$ cat config.mk
export PLATFORM = sky130hd
export DESIGN_NAME = alphabet_shift_cipher_core
export DESIGN_NICKNAME = d
export VERILOG_FILES = /design/src/rtl/ascip_pkg.sv /design/src/rtl/alphabet_shift_cipher_core.sv
export SDC_FILE = /design/constraint.sdc
export NUM_CORES = 1
export LEC_CHECK = 0
export BUFFER_PORTS_ARGS = -buffer_cell sky130_fd_sc_hd__buf_2
export CORE_MARGIN = 1.5
export CORE_UTILIZATION = 54
export DETAILED_ROUTE_END_ITERATION = 12
export GPL_TIMING_DRIVEN = 0
export PLACE_DENSITY_LB_ADDON = 0.05
export SYNTH_ARGS = -nofsm -noshare
export SYNTH_HDL_FRONTEND = slang
export SYNTH_SLANG_ARGS = --single-unit
$ cat constraint.sdc
create_clock -name clk -period 12.4 [get_ports clk]
set_clock_uncertainty 0.1 [all_clocks]
set_input_delay 1.86 -clock clk [delete_from_list [all_inputs] [get_ports clk]]
set_output_delay 1.86 -clock clk [all_outputs]
set_load 0.005 [all_outputs]
$ cat src/rtl/ascip_pkg.sv
// ascip_pkg: shared types, codes and helper functions for the alphabet shift cipher.
// Used by alphabet_shift_cipher_core. No dependencies.
`default_nettype none

package ascip_pkg;

  // Command codes
  localparam logic [1:0] CMD_KEY     = 2'd0;
  localparam logic [1:0] CMD_ENCRYPT = 2'd1;
  localparam logic [1:0] CMD_DECRYPT = 2'd2;

  // Alphabet codes (code 3 falls back to digits)
  localparam logic [1:0] ALPHA_DIGITS = 2'd0;
  localparam logic [1:0] ALPHA_LCASE  = 2'd1;
  localparam logic [1:0] ALPHA_MIXED  = 2'd2;

  localparam logic [5:0] LEN_DIGITS = 6'd10;
  localparam logic [5:0] LEN_LOWER  = 6'd26;
  localparam logic [5:0] LEN_MIXED  = 6'd62;

  // floor(2^12 / len), reciprocal for the shift residue
  localparam int unsigned RECIP_SHIFT = 12;
  localparam logic [8:0] RECIP_DIGITS = 9'(4096 / 10);
  localparam logic [8:0] RECIP_LOWER  = 9'(4096 / 26);
  localparam logic [8:0] RECIP_MIXED  = 9'(4096 / 62);

  localparam logic [7:0] CH_DIGIT0 = 8'h30;
  localparam logic [7:0] CH_DIGIT9 = 8'h39;
  localparam logic [7:0] CH_LOWA   = 8'h61;
  localparam logic [7:0] CH_LOWZ   = 8'h7a;
  localparam logic [7:0] CH_UPA    = 8'h41;
  localparam logic [7:0] CH_UPZ    = 8'h5a;

  localparam logic [7:0] HASH_MULT = 8'd31;

  typedef struct packed {
    logic [1:0] command;
    logic       key_start;
    logic [7:0] data_byte;
  } item_t;

  typedef struct packed {
    logic [7:0] out_byte;
    logic       mapped;
  } result_t;

  typedef struct packed {
    logic       found;
    logic [5:0] pos;
  } lookup_t;

  function automatic logic [5:0] alphabet_size(input logic [1:0] sel);
    logic [5:0] len;
    case (sel)
      ALPHA_LCASE: len = LEN_LOWER;
      ALPHA_MIXED: len = LEN_MIXED;
      default:     len = LEN_DIGITS;
    endcase
    return len;
  endfunction

  // x mod len for x up to 256: reciprocal multiply, then one correction
  function automatic logic [5:0] mod_const(input logic [8:0] x, input logic [5:0] len,
                                           input logic [8:0] recip);
    logic [17:0] prod;
    logic [4:0]  quot;
    logic [10:0] back;
    logic [8:0]  rem;
    prod = 18'(x) * 18'(recip);
    quot = prod[RECIP_SHIFT+4:RECIP_SHIFT];
    back = 11'(quot) * 11'(len);
    rem  = x - back[8:0];
    if (rem >= 9'(len)) begin
      rem = rem - 9'(len);
    end
    return rem[5:0];
  endfunction

  // Position of a byte in the selected alphabet
  function automatic lookup_t char_pos(input logic [1:0] sel, input logic [7:0] c);
    lookup_t    lk;
    logic       is_dig;
    logic       is_low;
    logic       is_up;
    is_dig = (c >= CH_DIGIT0) && (c <= CH_DIGIT9);
    is_low = (c >= CH_LOWA) && (c <= CH_LOWZ);
    is_up  = (c >= CH_UPA) && (c <= CH_UPZ);
    lk = '0;
    case (sel)
      ALPHA_LCASE: begin
        lk.found = is_low;
        lk.pos   = 6'(c - CH_LOWA);
      end
      ALPHA_MIXED: begin
        lk.found = is_dig || is_low || is_up;
        if (is_dig) begin
          lk.pos = 6'(c - CH_DIGIT0);
        end else if (is_low) begin
          lk.pos = 6'(c - CH_LOWA) + LEN_DIGITS;
        end else begin
          lk.pos = 6'(c - CH_UPA) + LEN_DIGITS + LEN_LOWER;
        end
      end
      default: begin
        lk.found = is_dig;
        lk.pos   = 6'(c - CH_DIGIT0);
      end
    endcase
    return lk;
  endfunction

  // Character at a position of the selected alphabet
  function automatic logic [7:0] char_at(input logic [1:0] sel, input logic [5:0] idx);
    logic [7:0] ch;
    case (sel)
      ALPHA_LCASE: ch = CH_LOWA + 8'(idx);
      ALPHA_MIXED: begin
        if (idx < LEN_DIGITS) begin
          ch = CH_DIGIT0 + 8'(idx);
        end else if (idx < LEN_DIGITS + LEN_LOWER) begin
          ch = CH_LOWA + 8'(idx - LEN_DIGITS);
        end else begin
          ch = CH_UPA + 8'(idx - LEN_DIGITS - LEN_LOWER);
        end
      end
      default: ch = CH_DIGIT0 + 8'(idx);
    endcase
    return ch;
  endfunction

endpackage

`default_nettype wire

$ cat src/rtl/alphabet_shift_cipher_core.sv
// alphabet_shift_cipher_core: format-preserving shift cipher over a byte stream.
// The result is held in the single result register. Throughput: 1 item per cycle
//   unless result_ready is held low; the hash and the shift both settle in one pass.
// Key commands and code 3 produce no result; encrypt and decrypt give one result each.
// Reset (rst, synchronous): alphabet digits, key hash zero (shift of one), no result.
// Depends on ascip_pkg.
`default_nettype none

module alphabet_shift_cipher_core (
  input  wire                   clk,
  input  wire                   rst,
  // input items
  input  wire                   item_valid,
  output logic                  item_ready,
  input  wire ascip_pkg::item_t item,
  // results
  output logic                  result_valid,
  input  wire                   result_ready,
  output ascip_pkg::result_t    result,
  // alphabet select register
  input  wire                   cfg_valid,
  output logic                  cfg_ready,
  input  wire  [1:0]            cfg_data
);

  import ascip_pkg::*;

  logic [1:0] alphabet_select;
  logic [7:0] key_hash;
  logic [7:0] key_hash_next;

  logic       item_xfer;
  logic       is_key;
  logic       is_data;

  logic [8:0] shift_full;
  logic [5:0] shift_mod;
  logic [5:0] len;
  lookup_t    lk;
  logic [6:0] fwd_sum;
  logic [5:0] fwd_idx;
  logic [5:0] bwd_idx;
  logic [5:0] new_idx;
  result_t    result_next;

  // Register writes are always taken; write only while idle (the block does not enforce it).
  assign cfg_ready = 1'b1;

  // The result register frees itself when its transfer happens, so a new
  // item can enter in the same cycle.
  assign item_ready = !result_valid || result_ready;
  assign item_xfer  = item_valid && item_ready;

  assign is_key  = (item.command == CMD_KEY);
  assign is_data = (item.command == CMD_ENCRYPT) || (item.command == CMD_DECRYPT);

  // Running hash: h = 31h + c mod 256, optionally restarted from zero
  always_comb begin
    logic [7:0] base;
    base = item.key_start ? 8'd0 : key_hash;
    key_hash_next = 8'(base * HASH_MULT) + item.data_byte;
  end

  // Shift is hash + 1 (1..256), reduced modulo the alphabet length
  assign shift_full = {1'b0, key_hash} + 9'd1;
  assign len        = alphabet_size(alphabet_select);

  always_comb begin
    case (alphabet_select)
      ALPHA_LCASE: shift_mod = mod_const(shift_full, LEN_LOWER, RECIP_LOWER);
      ALPHA_MIXED: shift_mod = mod_const(shift_full, LEN_MIXED, RECIP_MIXED);
      default:     shift_mod = mod_const(shift_full, LEN_DIGITS, RECIP_DIGITS);
    endcase
  end

  assign lk = char_pos(alphabet_select, item.data_byte);

  // Forward: both operands below len, so one subtract wraps
  assign fwd_sum = 7'(lk.pos) + 7'(shift_mod);
  assign fwd_idx = (fwd_sum >= 7'(len)) ? 6'(fwd_sum - 7'(len)) : fwd_sum[5:0];
  // Backward: add len back when the difference would go negative
  assign bwd_idx = (lk.pos >= shift_mod) ? (lk.pos - shift_mod)
                                         : (lk.pos + len - shift_mod);

  assign new_idx = (item.command == CMD_ENCRYPT) ? fwd_idx : bwd_idx;

  always_comb begin
    result_next = '0;
    if (lk.found) begin
      result_next.out_byte = char_at(alphabet_select, new_idx);
      result_next.mapped   = 1'b1;
    end else begin
      // covers byte zero and anything else outside the alphabet
      result_next.out_byte = item.data_byte;
      result_next.mapped   = 1'b0;
    end
  end

  // Control state
  always_ff @(posedge clk) begin
    if (rst) begin
      alphabet_select <= ALPHA_DIGITS;
      key_hash        <= '0;
      result_valid    <= 1'b0;
    end else begin
      if (cfg_valid && cfg_ready) begin
        alphabet_select <= cfg_data;
      end
      if (item_xfer && is_key) begin
        key_hash <= key_hash_next;
      end
      if (item_xfer) begin
        result_valid <= is_data;
      end else if (result_ready) begin
        result_valid <= 1'b0;
      end
    end
  end

  // Result payload
  always_ff @(posedge clk) begin
    if (item_xfer && is_data) begin
      result <= result_next;
    end
  end

  // A shifted character is always alphanumeric
  a_mapped_alnum: assert property (@(posedge clk) disable iff (rst)
    (result_valid && result.mapped) |->
      ((result.out_byte >= CH_DIGIT0 && result.out_byte <= CH_DIGIT9) ||
       (result.out_byte >= CH_LOWA && result.out_byte <= CH_LOWZ) ||
       (result.out_byte >= CH_UPA && result.out_byte <= CH_UPZ)))
    else $error("mapped result outside alphanumerics");

  // Restarted key absorbs to the byte itself
  a_key_restart: assert property (@(posedge clk) disable iff (rst)
    (item_xfer && is_key && item.key_start) |=> (key_hash == $past(item.data_byte)))
    else $error("key restart did not load the byte");

  // Data and unused commands leave the hash alone
  a_hash_hold: assert property (@(posedge clk) disable iff (rst)
    (item_xfer && !is_key) |=> $stable(key_hash))
    else $error("hash changed on non-key command");

  // Every data transfer yields a pending result next cycle
  a_data_result: assert property (@(posedge clk) disable iff (rst)
    (item_xfer && is_data) |=> result_valid)
    else $error("data transfer produced no result");

  // Key and unused commands yield no new result
  a_no_result: assert property (@(posedge clk) disable iff (rst)
    (item_xfer && !is_data) |=> !result_valid)
    else $error("result raised for command without output");

endmodule

`default_nettype wire
# Word-level counts from Yosys, hierarchy flattened
# Index checks and enable logic that the tools add are counted.
# word_totals
ff_bits,20
in_bits,18
out_inout_bits,12
wordCells,85
# op_classes
add_sub_neg,25
mul,7
order_cmp,13
n_eq_ne,4
mux,18
reduce_logical,13
# op_table
op,count
6-bit 2-to-1 mux,8
9-bit subtractor,3
8-bit 2-to-1 mux,3
6-bit one-hot mux with 2 select lines,2
6-bit subtractor,3
"6-bit subtractor, second input constant",3
"9-bit by 8-bit multiplier with 17-bit output, second input constant",1
"9-bit by 9-bit multiplier with 17-bit output, second input constant",1
"7-bit by 8-bit adder with 8-bit output, first input constant",2
"8-bit by 7-bit >= comparator with 1-bit output, second input constant",2
"8-bit by 7-bit less-or-equal comparator with 1-bit output, second input constant",2
8-bit one-hot mux with 2 select lines,1
"9-bit by 6-bit multiplier with 15-bit output, second input constant",1
7-bit one-hot mux with 2 select lines,1
"6-bit by 4-bit adder with 6-bit output, second input constant",2
"8-bit by 1-bit adder with 9-bit output, second input constant",1
"9-bit by 4-bit >= comparator with 1-bit output, second input constant",1
"9-bit by 5-bit >= comparator with 1-bit output, second input constant",1
"9-bit by 6-bit >= comparator with 1-bit output, second input constant",1
9-bit 2-to-1 mux,1
"7-bit by 6-bit adder with 8-bit output, first input constant",1
8-bit adder,1
"8-bit by 6-bit >= comparator with 1-bit output, second input constant",1
"8-bit by 6-bit less-or-equal comparator with 1-bit output, second input constant",1
other kinds (25),36

# Longest topological paths before layout
# logic_depth
depth_word,18
depth_mapped,72
ltp_nobuf,68

# Least setup slack after synthesis
# Ideal clock, no wire load.
# synth_path
path_kind,reg2reg
from,register key_hash[0]
to,"register result[5] (netlist bit), data pin"
setup_time_ps,264
arrival_time_ps,13283
t_required_ps,12036
path_slack_ps,-1247
stages_incl_launch_ff,68
n_path_buf,5
period_less_slack_ps,13647
path_cell_list,dfxtp_1 clkbuf_1 nand2_1 nor4_1 or2_0 clkbuf_1 inv_1 fa_1 inv_1 ha_1 fa_1 inv_1 fa_1 inv_1 ha_1 nor3_1 or3_1 o21ai_0 [... 32 more ...] a211oi_1 o21ai_0 a21o_1 or2_2 a211o_1 nand2_1 clkbuf_1 ha_1 a2111oi_0 a21oi_1 buf_2 nor2_1 a21oi_1 mux2i_1 o32a_1 a31oi_1 o32ai_1 a21oi_1
# synth_lines
item,line_no,source
from (decl),alphabet_shift_cipher_core.sv:29,logic [7:0] key_hash;
from (signal assigned),alphabet_shift_cipher_core.sv:110,key_hash <= key_hash_next;
to (signal assigned),alphabet_shift_cipher_core.sv:123,result <= result_next;
to (decl),alphabet_shift_cipher_core.sv:19,"output ascip_pkg::result_t result,"

==> results.md <==
- Register share of total power: 2.6%
- Max-slew violations: 0
- Clock Path Buffers: 2
- Final antenna-violating net count: 0
- Worst Setup End Kind: flop
- WL met2: 13.3 mm
- Footprint of the multi-input gates: 8990 um2
- Final std cells w/o fill: 1531
- Most common cell after layout, fill and taps aside: ha_1
- Worst Path Required: 12380 ps
- Io pins: 30
- RSZ-0062 raised after global routing: true
- CTS sink count: 20
- Hold Path Sink: result_valid
- Switching Fraction: 54.1%
- Power consumption: 2.92 mW
- Routed WL: 26.7 mm
- Drt drc: 0
- DR WL/cell: 17.5 um
- Peak VDD IR: 0.681 mV
- Period utilization: 103%
- DRT Pass-1 Iters: 5
- Worst path slowest cell: fa_1
- Layout Nets: 1575
- Mapped Avg Cell Area: 7.95 um2
- Post-synth EDFFs: 9
- R2R Path Start: key_hash[2]
- CTS Root Cell: clkbuf_16
- Seq/Total Area, Yosys: 5.15%
- Worst-margin pin slew: 721 ps
- Total GRT Usage: 29.3%
- CP max stage delay: 480 ps
- Most frequent cells in the layout: ha_1 (170), inv_1 (161), nor2_1 (79)
- CTS Buf Count: 3
- Via count: 9018
- Layout cell share with drive strength beyond 1: 22.1%
- Final setup fails: 5
- Number of vias per cell: 5.89
- Synth async-reset ratio: 0%
- Wl on met1: 11.5 mm
- Number of global-route vias before repair: 8851
- Number of buffers added on ports: 28
- Worst Reg-to-Reg Cells: 67
- Synth area leaders: ha_1 (25%), fa_1 (13%), inv_1 (6.9%)
- Seq. cell area: 509 um2
- Power density cells: 252 nW/um2
- Die X: 136 um
- Ys Warns: 0
- Yosys reg bits: 20
- Synthesized net count: 1466
- P_sw: 1.58 mW
- Yosys top cell area share: 24.8%
- GRT overflow: 0
- CTS tree: done
- H-tree depth: 1
- Cells after synthesis: 1198
- Post-Synthesis Cell Area: 9520 um2
- Reg-to-reg slack, setup: -410 ps
- Worst Hold Slack: 448 ps
- Violated checks: setup timing
- Final hold viol count: 0
- Startpoint of the worst hold path: result_valid
- Worst R2R End: result[7]
- Area Growth Syn to Fin: 21.5%
- Total length of routed met3 wires: 1.02 mm
- Dpl ws: -1830 ps
- Gpl congestion: 0.963
- DP Wirelength: 20.3 mm
- Initial antenna violation count: 0
- Min-Delay Path Class: reg -> reg
- Placed Cells: 1451
- Clock power share: 2.5%
- Largest net degree at the start of global routing: 13
- # hold bufs at CTS: 0
- Static leakage: 5.76 nW
- Critical Path AT: 12790 ps
- Clock Latency Late Sink: 260 ps
- Die Ht: 136 um
- Setup WS post-layout: -414 ps
- Min-Delay Path Depth: 2
- Clock transition at path regs: 60 ps
- Initial DRC count: 542
- Crit path kind: reg -> reg
- Initial core utilization: 55.2%
- Status: finished, violations left
- Combinational Power Share: 94.8%
- FP Rows: 48
- Tmin final: 12810 ps
- CP Max Fanout: 7
- First-pass GRT wire length: 43.3 mm
- Core ar.: 17200 um2
- Relative slew slack: 51.6%
- Pint: 1.34 mW
- Max Fclk: 78.0 MHz
- Max Cap Violations: 0
- Top Layer Used: met4
- Fillers: 1505
- Yosys top cell by area: ha_1
- Synth Flop Type: dfxtp_1
- CP Launch Type: flop
- Antenna diodes: 0
- Crit path top cell by count: ha_4
- Yosys cell types: 95
- Die area: 18400 um2
worst max-delay path by stage:
stage                           start         to  slack, ps
after detailed placement  key_hash[1]  result[6]      -1830
after CTS                 key_hash[0]  result[5]       -370
after global routing      key_hash[2]  result[7]       -950
after global placement    key_hash[1]  result[6]      -1780
after floorplan           key_hash[6]  result[5]          6
final                     key_hash[2]  result[7]       -410
state kept, by name (all words and copies together) (netlist names):
signal           count
result               9
result_valid         1
key_hash             8
alphabet_select      2
synth_stat cells, types with 5 or more instances:
library cell,count
a21o_1,23
o31ai_1,6
dfxtp_1,11
mux2i_1,18
clkbuf_1,32
or2_2,9
and2_1,8
or3_1,6
buf_2,5
a311oi_1,5
nand2b_1,14
fa_1,61
a21oi_1,73
o21a_1,8
o211ai_1,12
nand4_1,7
o22ai_1,5
o211a_1,5
a31o_2,5
edfxtp_1,9
o21ai_0,44
xor2_1,24
a221oi_1,5
ha_1,189
nor3_1,37
nor4_1,6
o31a_1,7
a32oi_1,5
nand2_1,67
inv_1,174
a31oi_1,14
a211oi_1,17
nor2b_1,12
nor2_1,87
and3_1,5
xnor2_1,63
nand3_1,16
a22oi_1,5
cells by family (layout without fill, tap and decap cells):
group	Yosys count	count (layout)	share of synthesized area [%]
AOI/OAI and AO/OA	296	296	21.5
xor gates and xnor gates	90	90	8.58
adders and majority gates	255	255	38.2
buffers and inverters	218	326	8.89
DFF	20	20	5.15
muxes	22	22	2.37
other	1	1	0.0394
and+or+nand+nor	296	296	15.2
stage by stage:
stage	utilization [%]	TNS [ps]	instance area, um2
floorplan	-	0	9740
global route	67.1	-5250	11600
finish	67.1	-1360	11600
global placement	58.9	-11730	10200
detailed placement	58.9	-12430	10200
CTS	64.7	-1620	11100
cell type report:
cell class / instances / share of cell area (%)
Buffer: 34 / 2.10
Clock buffer: 4 / 0.768
Inverter: 179 / 6.00
Multi-Input combinational cell: 960 / 77.7
Sequential cell: 20 / 4.40
Tap cell: 225 / 2.43
Timing Repair Buffer: 109 / 6.60
critical path: cells and delay by family, from the launching register on:
kind	cells	cell delay (ps)
compound gates	22	4150
fa+ha+maj	12	3490
flops	1	390
mux	1	200
xor+xnor	3	610
buf+inv	12	1100
simple gates	17	2560
power by group through the flow:
stage	Combinational, mW	Sequential, mW	Clock [mW]
after floorplan	1.74	0.0788	0
after CTS	2.50	0.0771	0.0740
final	2.77	0.0773	0.0738
after global placement	2.14	0.0798	0
after detailed placement	2.15	0.0799	0
after global routing	3.00	0.0777	0.0757
routing by layer:
layer,GRT usage [%],vias to the layer above
li1,-,4419
met3,1.12,64
met2,53.4,239
met1,36.0,4296
met4,12.0,0
met5,0,-
what timing repair did:
item	CTS	global route
pin swaps	69	46
endpoints found under the setup margin	8	8
setup buffers	63	19
resized for setup	93	70
No activity file was read; power rests on OpenSTA's default activity.
